--- config.mk ---
export PLATFORM = sky130hd
export DESIGN_NAME = addressable_led_spi_encoder
export DESIGN_NICKNAME = d
export VERILOG_FILES = /design/src/rtl/alse_pkg.sv /design/src/rtl/alse_fifo.sv /design/src/rtl/alse_front.sv /design/src/rtl/alse_back.sv /design/src/rtl/addressable_led_spi_encoder.sv
export SDC_FILE = /design/constraint.sdc
export NUM_CORES = 1
export LEC_CHECK = 0
export BUFFER_PORTS_ARGS = -buffer_cell sky130_fd_sc_hd__buf_2
export CORE_ASPECT_RATIO = 1.25
export CORE_MARGIN = 3
export CORE_UTILIZATION = 59
export CTS_CLUSTER_DIAMETER = 80
export DETAILED_ROUTE_END_ITERATION = 8
export PLACE_DENSITY = 0.9
export SYNTH_ARGS = -nofsm -noshare
export SYNTH_HDL_FRONTEND = slang
export SYNTH_HIERARCHICAL = 1
export SYNTH_SLANG_ARGS = --single-unit
--- constraint.sdc ---
create_clock -name aclk -period 3.7 [get_ports aclk]
set_input_delay 0.555 -clock aclk [delete_from_list [all_inputs] [get_ports aclk]]
set_output_delay 0.555 -clock aclk [all_outputs]
set_load 0.01 [all_outputs]
--- src/rtl/alse_pkg.sv ---
// Types and constants shared by the addressable LED SPI encoder.
// No dependencies.
package alse_pkg;

    localparam logic [5:0] CODE_ZERO   = 6'b110000;
    localparam logic [5:0] CODE_ONE    = 6'b111000;
    localparam logic [5:0] GAP_RESET   = 6'd40;
    localparam logic [5:0] GAP_MAX     = 6'd46;
    localparam logic [2:0] LAST_SUB    = 3'd5;
    localparam logic [1:0] LAST_COLOUR = 2'd2;
    localparam logic [7:0] GAP_BYTE    = 8'h00;

    localparam int CFG_IDX_W  = 2;
    localparam int CFG_DATA_W = 6;

    localparam logic [CFG_IDX_W-1:0] REG_INVERT = 2'd0;
    localparam logic [CFG_IDX_W-1:0] REG_GAP    = 2'd1;

    typedef struct packed {
        logic [7:0] red;
        logic [7:0] green;
        logic [7:0] blue;
        logic       last_pixel;
    } pixel_t;

    typedef struct packed {
        logic [7:0] spi_byte;
        logic       is_gap;
        logic       run_end;
    } spi_word_t;

    // one queued pixel, already classified
    typedef struct packed {
        logic [7:0] green;
        logic [7:0] red;
        logic [7:0] blue;
        logic [5:0] gap_len;
        logic       invert;
    } job_t;

    // byte idx (0..5) of the 48-bit code stream of one colour
    function automatic logic [7:0] encode_byte(input logic [7:0] c, input logic [2:0] idx);
        logic [47:0] acc;
        logic [7:0]  res;
        for (int i = 0; i < 8; i++) begin
            acc[47 - 6*i -: 6] = c[7 - i] ? CODE_ONE : CODE_ZERO;
        end
        case (idx)
            3'd0:    res = acc[47:40];
            3'd1:    res = acc[39:32];
            3'd2:    res = acc[31:24];
            3'd3:    res = acc[23:16];
            3'd4:    res = acc[15:8];
            3'd5:    res = acc[7:0];
            default: res = acc[47:40];
        endcase
        return res;
    endfunction

endpackage

--- src/rtl/alse_fifo.sv ---
// Small register queue between the front and back parts of the encoder.
// Depends on alse_pkg for job_t.
module alse_fifo #(
    parameter int DEPTH = 2
) (
    input  logic          aclk,
    input  logic          aresetn,
    input  logic          push,
    input  alse_pkg::job_t push_data,
    output logic          full,
    input  logic          pop,
    output logic          not_empty,
    output alse_pkg::job_t pop_data
);
    import alse_pkg::*;

    localparam int AW = (DEPTH > 1) ? $clog2(DEPTH) : 1;
    localparam int CW = $clog2(DEPTH + 1);
    localparam logic [AW-1:0] LAST_PTR = AW'(DEPTH - 1);
    localparam logic [CW-1:0] FULL_CNT = CW'(DEPTH);

    job_t          mem [DEPTH];
    logic [AW-1:0] wr_ptr_reg, wr_ptr_next;
    logic [AW-1:0] rd_ptr_reg, rd_ptr_next;
    logic [CW-1:0] count_reg, count_next;

    assign full      = (count_reg == FULL_CNT);
    assign not_empty = (count_reg != '0);
    assign pop_data  = mem[rd_ptr_reg];

    always_comb begin
        wr_ptr_next = wr_ptr_reg;
        rd_ptr_next = rd_ptr_reg;
        count_next  = count_reg;
        if (push) begin
            wr_ptr_next = (wr_ptr_reg == LAST_PTR) ? '0 : wr_ptr_reg + 1'b1;
        end
        if (pop) begin
            rd_ptr_next = (rd_ptr_reg == LAST_PTR) ? '0 : rd_ptr_reg + 1'b1;
        end
        if (push && !pop) begin
            count_next = count_reg + 1'b1;
        end else if (pop && !push) begin
            count_next = count_reg - 1'b1;
        end
    end

    always_ff @(posedge aclk) begin
        if (!aresetn) begin
            wr_ptr_reg <= '0;
            rd_ptr_reg <= '0;
            count_reg  <= '0;
        end else begin
            wr_ptr_reg <= wr_ptr_next;
            rd_ptr_reg <= rd_ptr_next;
            count_reg  <= count_next;
        end
    end

    always_ff @(posedge aclk) begin
        if (push) begin
            mem[wr_ptr_reg] <= push_data;
        end
    end

endmodule

--- src/rtl/alse_front.sv ---
// Front part: configuration registers, pixel acceptance and classification.
// Depends on alse_pkg.
module alse_front (
    input  logic                            aclk,
    input  logic                            aresetn,
    input  logic                            cfg_we,
    input  logic [alse_pkg::CFG_IDX_W-1:0]  cfg_index,
    input  logic [alse_pkg::CFG_DATA_W-1:0] cfg_wdata,
    input  logic                            s_valid,
    output logic                            s_ready,
    input  alse_pkg::pixel_t                s_pixel,
    input  logic                            q_full,
    output logic                            q_push,
    output alse_pkg::job_t                  q_job
);
    import alse_pkg::*;

    logic       invert_reg;
    logic [5:0] gap_reg;
    logic [5:0] gap_sat;

    always_ff @(posedge aclk) begin
        if (!aresetn) begin
            invert_reg <= 1'b0;
            gap_reg    <= GAP_RESET;
        end else if (cfg_we) begin
            unique case (cfg_index)
                REG_INVERT: invert_reg <= cfg_wdata[0];
                REG_GAP:    gap_reg    <= cfg_wdata[5:0];
                default:    ;
            endcase
        end
    end

    assign gap_sat = (gap_reg > GAP_MAX) ? GAP_MAX : gap_reg;

    assign s_ready = !q_full;
    assign q_push  = s_valid && !q_full;

    always_comb begin
        q_job.green   = s_pixel.green;
        q_job.red     = s_pixel.red;
        q_job.blue    = s_pixel.blue;
        q_job.gap_len = s_pixel.last_pixel ? gap_sat : 6'd0;
        q_job.invert  = invert_reg;
    end

endmodule

--- src/rtl/alse_back.sv ---
// Back part: walks one queued pixel byte by byte into the output register.
// Depends on alse_pkg.
module alse_back (
    input  logic                aclk,
    input  logic                aresetn,
    input  logic                q_not_empty,
    input  alse_pkg::job_t      q_job,
    output logic                q_pop,
    output logic                m_valid,
    input  logic                m_ready,
    output alse_pkg::spi_word_t m_word
);
    import alse_pkg::*;

    logic       busy_reg, busy_next;
    job_t       job_reg, job_next;
    logic [1:0] col_reg, col_next;
    logic [2:0] sub_reg, sub_next;
    logic       in_gap_reg, in_gap_next;
    logic [5:0] gap_left_reg, gap_left_next;
    logic       out_valid_reg, out_valid_next;
    spi_word_t  out_reg, out_next;

    logic       advance;
    spi_word_t  cur;
    logic [7:0] colour;
    logic [7:0] inv_mask;

    assign inv_mask = {8{job_reg.invert}};

    always_comb begin
        case (col_reg)
            2'd0:    colour = job_reg.green;
            2'd1:    colour = job_reg.red;
            default: colour = job_reg.blue;
        endcase
        if (in_gap_reg) begin
            cur.spi_byte = GAP_BYTE ^ inv_mask;
            cur.is_gap   = 1'b1;
            cur.run_end  = (gap_left_reg == 6'd1);
        end else begin
            cur.spi_byte = encode_byte(colour, sub_reg) ^ inv_mask;
            cur.is_gap   = 1'b0;
            cur.run_end  = (col_reg == LAST_COLOUR) && (sub_reg == LAST_SUB)
                           && (job_reg.gap_len == 6'd0);
        end
    end

    assign advance = busy_reg && (!out_valid_reg || m_ready);
    assign q_pop   = q_not_empty && (!busy_reg || (advance && cur.run_end));

    always_comb begin
        busy_next      = busy_reg;
        job_next       = job_reg;
        col_next       = col_reg;
        sub_next       = sub_reg;
        in_gap_next    = in_gap_reg;
        gap_left_next  = gap_left_reg;
        out_valid_next = out_valid_reg && !m_ready;
        out_next       = out_reg;

        if (advance) begin
            out_valid_next = 1'b1;
            out_next       = cur;
            if (cur.run_end) begin
                busy_next = 1'b0;
            end else if (in_gap_reg) begin
                gap_left_next = gap_left_reg - 1'b1;
            end else if (sub_reg == LAST_SUB) begin
                sub_next = 3'd0;
                if (col_reg == LAST_COLOUR) begin
                    in_gap_next = 1'b1;
                end else begin
                    col_next = col_reg + 1'b1;
                end
            end else begin
                sub_next = sub_reg + 1'b1;
            end
        end

        if (q_pop) begin
            busy_next     = 1'b1;
            job_next      = q_job;
            col_next      = 2'd0;
            sub_next      = 3'd0;
            in_gap_next   = 1'b0;
            gap_left_next = q_job.gap_len;
        end
    end

    always_ff @(posedge aclk) begin
        if (!aresetn) begin
            busy_reg      <= 1'b0;
            out_valid_reg <= 1'b0;
        end else begin
            busy_reg      <= busy_next;
            out_valid_reg <= out_valid_next;
        end
    end

    always_ff @(posedge aclk) begin
        job_reg      <= job_next;
        col_reg      <= col_next;
        sub_reg      <= sub_next;
        in_gap_reg   <= in_gap_next;
        gap_left_reg <= gap_left_next;
        out_reg      <= out_next;
    end

    assign m_valid = out_valid_reg;
    assign m_word  = out_reg;

endmodule

--- src/rtl/addressable_led_spi_encoder.sv ---
// Channel   Dir  Payload                        Handshake
// s_        in   pixel_t (r, g, b, last_pixel)  s_valid / s_ready
// m_        out  spi_word_t (byte, gap, end)    m_valid / m_ready
// cfg_      in   index + 6-bit data             cfg_we, no wait
//
// Each pixel gives 18 bytes, plus the gap length when it is the last pixel;
// the back sequencer emits one byte per cycle while the output is not stalled,
// and the next pixel follows without a bubble when the queue holds one.
// Reset (aresetn, synchronous) empties the queue and output register.
// m_ready low holds the output byte; the queue keeps taking pixels until full.
// Top level of the addressable LED SPI encoder; depends on alse_pkg,
// alse_front, alse_fifo and alse_back.
module addressable_led_spi_encoder #(
    parameter int QUEUE_DEPTH = 2
) (
    input  logic                            aclk,
    input  logic                            aresetn,
    input  logic                            cfg_we,
    input  logic [alse_pkg::CFG_IDX_W-1:0]  cfg_index,
    input  logic [alse_pkg::CFG_DATA_W-1:0] cfg_wdata,
    input  logic                            s_valid,
    output logic                            s_ready,
    input  alse_pkg::pixel_t                s_pixel,
    output logic                            m_valid,
    input  logic                            m_ready,
    output alse_pkg::spi_word_t             m_word
);
    import alse_pkg::*;

    logic q_push, q_full, q_pop, q_not_empty;
    job_t push_job, pop_job;

    alse_front u_front (
        .aclk      (aclk),
        .aresetn   (aresetn),
        .cfg_we    (cfg_we),
        .cfg_index (cfg_index),
        .cfg_wdata (cfg_wdata),
        .s_valid   (s_valid),
        .s_ready   (s_ready),
        .s_pixel   (s_pixel),
        .q_full    (q_full),
        .q_push    (q_push),
        .q_job     (push_job)
    );

    alse_fifo #(
        .DEPTH (QUEUE_DEPTH)
    ) u_fifo (
        .aclk      (aclk),
        .aresetn   (aresetn),
        .push      (q_push),
        .push_data (push_job),
        .full      (q_full),
        .pop       (q_pop),
        .not_empty (q_not_empty),
        .pop_data  (pop_job)
    );

    alse_back u_back (
        .aclk        (aclk),
        .aresetn     (aresetn),
        .q_not_empty (q_not_empty),
        .q_job       (pop_job),
        .q_pop       (q_pop),
        .m_valid     (m_valid),
        .m_ready     (m_ready),
        .m_word      (m_word)
    );

endmodule

==> results of run 1 <==
[cell families (layout without fill, tap and decap cells)]
family,count (synthesis),count (layout)
flops,128,128
simple gates,74,74
buf+inv,54,99
compound gates,52,52
mux,43,43
xor+xnor,15,15
fa+ha+maj,7,7
[per-layer routing]
metal  up-vias  GRT usage [%]
li1       1441              -
met1      1403           21.9
met2        83           31.6
met3        23           4.95
met4         0           10.0
met5         -              0
[stage by stage]
step	util (%)	instance area (um2)	instances	setup WS, ps
after floorplan	-	5500	373	1020
after global placement	63.5	5650	506	1230
final	70.2	6240	538	1090
after global routing	70.2	6240	538	922
after CTS	70.2	6240	538	1110
after detailed placement	63.5	5650	506	1120
[worst reg2reg max path: cells and delay by family, from the launching register on]
family | cells | cell delay [ps]
buffers and inverters | 1 | 480
multiplexers | 1 | 410
AND/OR/NAND/NOR | 2 | 550
flip-flops | 1 | 700
AO/OA/AOI/OAI | 1 | 220
[how the worst min path moves through the flow]
| stage | from | end | slack [ps] |
|---|---|---|---|
| 2_1_floorplan | u_back/in_gap_reg$_SDFFE_PP0P_ | u_back/m_word[1]$_DFFE_PP_ | 400 |
| 3_3_place_gp | u_front/invert_reg$_SDFFE_PN0P_ | u_fifo/mem[0][0]$_DFFE_PP_ | 440 |
| 3_5_place_dp | u_front/invert_reg$_SDFFE_PN0P_ | u_fifo/mem[1][0]$_DFFE_PP_ | 450 |
| 4_1_cts | s_pixel[19] | u_fifo/mem[0][17]$_DFFE_PP_ | 190 |
| 5_1_grt | s_pixel[19] | u_fifo/mem[0][17]$_DFFE_PP_ | 200 |
| 6_report | s_pixel[22] | u_fifo/mem[1][20]$_DFFE_PP_ | 230 |
[cell usage after synthesis, drive strengths merged, types with 3 or more instances]
cell type  count
inv           14
or3b           4
a22oi          5
o211ai         8
xnor2          7
a21oi          7
xor2           8
edfxtp       108
dfxtp         20
a31oi          4
and2           9
o21ai          9
mux2          36
o21a           5
clkbuf         3
nor2b          5
nor2           8
nor3b          4
mux2i          7
or3            3
buf           37
nand2         19
ha             7
[area by class of cell]
type	instances	area share [%]
Sequential cell	128	58.4
Multi-Input combinational cell	191	24.5
Clock buffer	19	6.76
Timing Repair Buffer	53	4.41
Clock inverter	13	2.71
Tap cell	120	2.41
Inverter	14	0.843
[report_power, final]
group / switching (uW) / internal, uW
sequential: 183 / 2070
clock: 551 / 1080
combinational: 603 / 509
==> out/results.md, run 1 <==
| Stage | Item | Reported |
|:---|:---|:---|
| place | Detailed placer's ending HPWL | 5700 um |
| timing | Final count of negative-setup-slack endpoints | 0 |
| worst setup path | Series of cell instances along the critical path | and4b_1, nand4_1, a31oi_4, buf_4, mux2_2 |
| global routing | Total global-route track usage | 18.7% |
| global routing | Initial antenna violation count | 0 |
| synth | Compound-cell area share of the yosys netlist | 7.01% |
| timing | Part of the cycle the worst path needs | 70.4% |
| clocking | Hold-fix buffers at CTS | 0 |
| worst setup path | Cell family with most CP delay | flip-flops |
| finish | Final nets | 450 |
| status | Outcome | finished, final reports clean |
| die | Rows | 38 |
| finish | Sequential cell area | 3640 um2 |
| synth | Fraction of registers with async set/reset | 0% |
| place | Count of input and output buffers | 49 |
| place | Final weighted congestion in routability-driven placement | 0.861 |
| synth | Top cell type by total area after synthesis | sky130_fd_sc_hd__edfxtp_1 |
| synth | Post-synthesis adder-cell area fraction | 1.59% |
| worst setup path | Endpoint of the most critical register-to-register path | u_back/gap_left_reg[5]$_DFFE_PP_ |
| clocking | # Post-CTS Setup Buffers | 0 |
| finish | Fillers | 569 |
| die | Core area | 8890 um2 |
| power | PnR Total Power | 5000 uW |
| timing | Hold Vio Cnt, Final | 0 |
| synth | Part of the Yosys area used for sequential elements | 66.3% |
| clocking | Clk Latency, worst-skew pair | 510 ps |
| worst setup path | Critical path required time | 3960 ps |
| global routing | Global-route congestion overflow total | 0 |
| worst setup path | Register-to-register path setup slack | 1090 ps |
| global routing | First-pass GRT wire length | 14700 um |
| power | Worst voltage drop across the vdd grid | 0.000452 V |
| finish | Proportion of layout cells with a drive suffix above 1 | 29.4% |
| drt | Number of vias after detailed routing | 2950 |
| worst setup path | Worst Reg-to-Reg Cells | 5 |
| die | Die span in y | 114 um |
| worst setup path | Nature of the critical path startpoint | register |
| drt | Violation count after the first detailed-routing iteration | 158 |
| die | Die W | 92.3 um |
| drt | Post-route DRC violation count | 0 |
| drt | Remaining number of nets flagged by the antenna check after routing | 0 |
| drt | Routed WL | 9000 um |
| finish | Most common library cell in the layout ignoring fill and taps | sky130_fd_sc_hd__edfxtp_1 |
| timing | Largest clock skew in the final design | 5.11 ps |
| clocking | H-tree depth reported by CTS | 4 |
| synth | Average cell area after synthesis | 14.7 um2 |
| synth | Count of flip-flops with a built-in enable after synthesis | 108 |
| synth | Number of warning messages in the yosys log | 6 |
| worst setup path | Classification of the worst setup path | register to register |
| flow run | Count of max-cap constraint violations | 0 |
| drt | Detail Route met2 WL | 4660 um |
| power | Reported leakage power | 0.00228 uW |
| clocking | Number of buffers added by the clock tree synthesis step | 17 |
| timing | Slew of the pin with the lowest slew margin | 574 ps |
| worst setup path | Launching instance or port of the critical path | u_back/sub_reg[2]$_SDFFE_PP0P_ |
| synth | Synth area leaders | sky130_fd_sc_hd__edfxtp_1, sky130_fd_sc_hd__dfxtp_1, sky130_fd_sc_hd__mux2_2, sky130_fd_sc_hd__buf_4, sky130_fd_sc_hd__ha_1 |
| synth | Post-synth design cell area | 5500 um2 |
| worst setup path | Data arrival at the endpoint of the critical path | 2860 ps |
| synth | Mux share of post-synthesis cell area | 8.65% |
| synth | Dominant combinational cell family by area after synthesis | multiplexers |
| die | Number of primary I/O pins | 50 |
| timing | Worst-case headroom to the max-slew limit | 60.7% |
| timing | Max Transition Viols Final | 0 |
| finish | ANT cells | 0 |
| synth | Prevailing post-synth register cell | sky130_fd_sc_hd__edfxtp_1 |
| finish | Number of flip-flops under the largest register name | 62 |
| worst setup path | Delay of the slowest cell on the worst path | 700 ps |
| min path | Worst hold path cell count | 1 |
| clocking | Library cell used as clock root buffer | sky130_fd_sc_hd__clkbuf_8 |
| min path | Hold/Removal Path Class | input port to register |
| worst setup path | Number of gates on the worst path with buffers counted | 5 |
| timing | Worst hold-check slack | 228 ps |
| worst setup path | Max Fanout on Critical Path | 44 |
| synth | Synthesized Nets | 418 |
| worst setup path | Capturing element of the worst setup path | u_back/gap_left_reg[5]$_DFFE_PP_ |
| drt | Routed wire length per instance | 16.7 um |
| timing | Max frequency | 384 MHz |
| timing | Minimum clock period | 2610 ps |
| worst setup path | Worst r2r src | u_back/sub_reg[2]$_SDFFE_PP0P_ |
| synth | Post-synth top area share | 59.0% |
| finish | Multi-input gate area | 1530 um2 |
| timing | Unrepaired setup endpoints after global routing | no |
| synth | Synthesized-area fraction occupied by and/or/nand/nor cells | 8.06% |
| die | Starting Density | 61.8% |
| synth | Count of state elements after synthesis | 128 |
| clocking | Count of cells resized by post-cts repair | 0 |
| global routing | Largest net degree at the start of global routing | 45 |
| worst setup path | Cell with the largest stage delay on the worst path | sky130_fd_sc_hd__dfxtp_1 |
| clocking | Number of sinks driven by the clock tree | 128 |
| worst setup path | Buffers and inverters on the worst path | 1 |
| drt | Via/cell ratio | 5.48 |
| worst setup path | Capturing element type of the critical path | register |
| clocking | Clock transition time at the flip-flop clock pins of the worst setup and hold paths | 60 ps |
| global routing | Number of global-route vias before repair | 2958 |
| die | Total die area | 10500 um2 |
| finish | Most frequent cells in the layout | sky130_fd_sc_hd__edfxtp_1, sky130_fd_sc_hd__buf_2, sky130_fd_sc_hd__mux2_2 |
| finish | Area added between synthesis and finish | 13.5% |
| synth | Cell count after synthesis | 373 |
| clocking | Largest buffer count on any clock path | 2 |
| timing | Final TNS setup | 0 ps |
| clocking | TritonCTS clock tree | yes |
| synth | Synth Area in XOR/XNOR | 2.39% |
| drt | Met3 wire len | 411 um |
| drt | Highest routing layer actually used | met4 |
| synth | Number of unique standard cell types used by synthesis | 56 |
| drt | Detailed-routing iteration count for the pre-antenna-repair pass | 4 |
| drt | Met1 WL | 3680 um |
| power | P per Cell Area | 801 nW/um2 |
Power figures use the tool's default switching activity.
==> run 2: changes to the inputs <==
--- a/config.mk
+++ b/config.mk
@@ -8,10 +8,10 @@
 export BUFFER_PORTS_ARGS = -buffer_cell sky130_fd_sc_hd__buf_2
 export CORE_ASPECT_RATIO = 1.25
 export CORE_MARGIN = 3
-export CORE_UTILIZATION = 59
+export CORE_UTILIZATION = 53
 export CTS_CLUSTER_DIAMETER = 80
 export DETAILED_ROUTE_END_ITERATION = 8
-export PLACE_DENSITY = 0.9
+export PLACE_DENSITY = 0.86
 export SYNTH_ARGS = -nofsm -noshare
 export SYNTH_HDL_FRONTEND = slang
 export SYNTH_HIERARCHICAL = 1
==> constraint.sdc (replaced) <==
create_clock -name aclk -period 2.15 [get_ports aclk]
set_input_delay 0.3225 -clock aclk [delete_from_list [all_inputs] [get_ports aclk]]
set_output_delay 0.3225 -clock aclk [all_outputs]
set_load 0.01 [all_outputs]
==> out/results.md, run 2 (same netlist as run 1, synthesis figures left out) <==
| Stage | Item | Reported | Delta |
|:---|:---|:---|:---|
| status | Outcome | finished, final reports clean |  |
| finish | Layout Utilization | 66.4% | -3.8 points |
| drt | Via/cell ratio | 5.53 | +0.81% |
| worst setup path | Capturing element type of the critical path | register |  |
| global routing | Total global-route track usage | 18.4% | -0.39 points |
| power | Pint | 6750 uW | +84% |
| place | Detailed placer's ending HPWL | 6420 um | +13% |
| drt | Routed WL | 10000 um | +12% |
| place | Cell area reported after detailed placement | 5780 um2 | +2.4% |
| drt | Detailed-routing iteration count for the pre-antenna-repair pass | 5 | +1 |
| timing | Part of the cycle the worst path needs | 99.8% | +29 points |
| timing | Worst-case headroom to the max-slew limit | 67.5% | +6.8 points |
| finish | Final nets | 463 | +2.9% |
| global routing | First-pass GRT wire length | 16300 um | +11% |
| drt | Routed wire length per instance | 18.0 um | +7.7% |
| worst setup path | Series of cell instances along the critical path | inv_2, ha_4, and4b_1, nand4_1, a31oi_4, buf_12, mux2_2 |  |
| worst setup path | Cell family with most CP delay | simple AND/OR/NAND/NOR gates |  |
| power | Power share of the sequential group | 42.2% | -2.9 points |
| finish | Number of flip-flops under the largest register name | 62 | unchanged |
| clocking | Hold-fix buffers at CTS | 0 | unchanged |
| clocking | Number of sinks driven by the clock tree | 128 | unchanged |
| worst setup path | Max Fanout on Critical Path | 28 | -36% |
| die | Die span in y | 120 um | +5.2% |
| power | Fraction of power spent switching nets | 27.1% | +0.34 points |
| power | P per Cell Area | 1420 nW/um2 | +77% |
| power | Total net switching power | 2510 uW | +88% |
| global routing | Number of global-route vias before repair | 3254 | +10% |
| clocking | H-tree depth reported by CTS | 4 | unchanged |
| timing | Final count of negative-setup-slack endpoints | 0 | unchanged |
| clocking | TritonCTS clock tree | yes |  |
| min path | Hold/Removal Path Class | input port to register |  |
| power | Worst voltage drop across the vdd grid | 0.000861 V | +90% |
| finish | Most common library cell in the layout ignoring fill and taps | sky130_fd_sc_hd__edfxtp_1 |  |
| global routing | Largest net degree at the start of global routing | 33 | -27% |
| power | Combinational share of power | 23.7% | +1.5 points |
| finish | Most frequent cells in the layout | sky130_fd_sc_hd__edfxtp_1, sky130_fd_sc_hd__buf_2, sky130_fd_sc_hd__mux2_2 |  |
| worst setup path | Delay of the slowest cell on the worst path | 380 ps | -320 ps |
| drt | Post-route DRC violation count | 0 | unchanged |
| timing | Unrepaired setup endpoints after global routing | yes |  |
| power | Reported leakage power | 0.00242 uW | +5.9% |
| worst setup path | Data arrival at the endpoint of the critical path | 2300 ps | -560 ps |
| timing | Final TNS setup | 0 ps | unchanged |
| timing | Worst hold-check slack | 103 ps | -125 ps |
| worst setup path | Cell with the largest stage delay on the worst path | sky130_fd_sc_hd__mux2_2 |  |
| place | Count of input and output buffers | 49 | unchanged |
| timing | Max frequency | 466 MHz | +21% |
| place | Final weighted congestion in routability-driven placement | 0.896 | +4.1% |
| clocking | Clk Latency, worst-skew pair | 410 ps | -100 ps |
| clocking | Number of buffers added by the clock tree synthesis step | 17 | unchanged |
| die | Rows | 40 | +5.3% |
| die | Core area | 9860 um2 | +11% |
| worst setup path | Buffers and inverters on the worst path | 2 | +1 |
| finish | Post-Layout Inst Area | 6540 um2 | +4.9% |
| die | Die W | 97.1 um | +5.2% |
| drt | Remaining number of nets flagged by the antenna check after routing | 0 | unchanged |
| die | Number of primary I/O pins | 50 | unchanged |
| timing | Slew of the pin with the lowest slew margin | 475 ps | -99.6 ps |
| drt | Number of vias after detailed routing | 3079 | +4.4% |
| flow run | Count of max-cap constraint violations | 0 | unchanged |
| global routing | Initial antenna violation count | 0 | unchanged |
| clocking | Clock transition time at the flip-flop clock pins of the worst setup and hold paths | 50 ps | about the same |
| place | Pre-CTS setup slack | 66.8 ps | -1050 ps |
| drt | Violation count after the first detailed-routing iteration | 259 | +64% |
| timing | Hold Vio Cnt, Final | 0 | unchanged |
| worst setup path | Nature of the critical path startpoint | register |  |
| global routing | Global-route congestion overflow total | 0 | unchanged |
| worst setup path | Classification of the worst setup path | register to register |  |
| timing | Largest clock skew in the final design | 4.72 ps | -0.391 ps |
| die | Starting Density | 55.7% | -6.1 points |
| power | Clock share of power | 34.1% | +1.5 points |
| clocking | Largest buffer count on any clock path | 2 | unchanged |
| clocking | Library cell used as clock root buffer | sky130_fd_sc_hd__clkbuf_16 |  |
| finish | ANT cells | 0 | unchanged |
| timing | Post-route setup slack | 3.61 ps | -1090 ps |
| timing | Minimum clock period | 2150 ps | -459 ps |
| worst setup path | Critical path required time | 2300 ps | -1660 ps |
| die | Total die area | 11600 um2 | +11% |
| timing | Max Transition Viols Final | 0 | unchanged |
| finish | Area added between synthesis and finish | 19.1% |  |
| finish | Proportion of layout cells with a drive suffix above 1 | 36.2% | +6.8 points |
==> run 2: changes by cell type in the layout (fill, tap and decap cells not counted), moves of 2 or more <==
cell and change:
sky130_fd_sc_hd__ha_4 +3, sky130_fd_sc_hd__inv_1 -3, sky130_fd_sc_hd__dfxtp_1 -2, sky130_fd_sc_hd__clkinv_2 -2, sky130_fd_sc_hd__buf_12 +3, sky130_fd_sc_hd__clkbuf_8 +2
sky130_fd_sc_hd__mux2_1 -2, sky130_fd_sc_hd__inv_2 +2, sky130_fd_sc_hd__clkbuf_1 -2, sky130_fd_sc_hd__clkinv_1 -3, sky130_fd_sc_hd__buf_4 +10, sky130_fd_sc_hd__ha_1 -4
sky130_fd_sc_hd__clkinv_4 +2, sky130_fd_sc_hd__dfxtp_2 +2
==> run 2: cell type report <==
| cell class | count | area, um2 |
|---|---|---|
| Inverter | 14 | 55.1 |
| Clock inverter | 12 | 204 |
| Sequential cell | 128 | 3650 |
| Timing Repair Buffer | 66 | 410 |
| Tap cell | 126 | 158 |
| Multi-Input combinational cell | 191 | 1600 |
| Clock buffer | 20 | 467 |
| Fill cell | 642 | 3320 |
==> run 2: layer usage <==
| layer | wire length (um) | global-route usage (%) | up-vias |
|---|---|---|---|
| met3 | 455 | 5.47 | 23 |
| met4 | 336 | 8.78 | 0 |
| met1 | 3890 | 20.5 | 1497 |
| met5 | 0 | 0 | - |
| met2 | 5360 | 32.0 | 92 |
| li1 | - | - | 1467 |
==> run 2: power groups by stage <==
stage | registers [uW] | logic [uW] | clock network [uW]
2_1_floorplan | 3810 | 1580 | 0
5_1_grt | 3970 | 2400 | 3320
6_report | 3910 | 2200 | 3160
4_1_cts | 3880 | 2130 | 3220
3_5_place_dp | 3910 | 2090 | 0
3_3_place_gp | 3860 | 1980 | 0
==> run 2: final timing paths <==
path                                                 startpoint                                to  slack, ps  depth (start not counted)
worst max-delay path             u_back/col_reg[0]$_SDFFE_PP0P_  u_back/gap_left_reg[4]$_DFFE_PP_          4                          7
worst min register to register  u_front/invert_reg$_SDFFE_PN0P_        u_fifo/mem[1][0]$_DFFE_PP_        470                          0
worst min-delay path                                s_pixel[20]       u_fifo/mem[0][18]$_DFFE_PP_        100                          1
worst max register to register   u_back/col_reg[0]$_SDFFE_PP0P_  u_back/gap_left_reg[4]$_DFFE_PP_          4                          7
==> run 2: what timing repair did <==
item                                    4_1_cts  5_1_grt
buffers inserted                              0        5
resized for setup                             0       13
endpoints found under the setup margin        0       28
==> run 2: stage by stage <==
step                      std cells  total power (uW)
after CTS                       552              9230
after global placement          520              5840
after floorplan                 373              5390
final                           557              9260
after detailed placement        520              6000
after global routing            557              9690
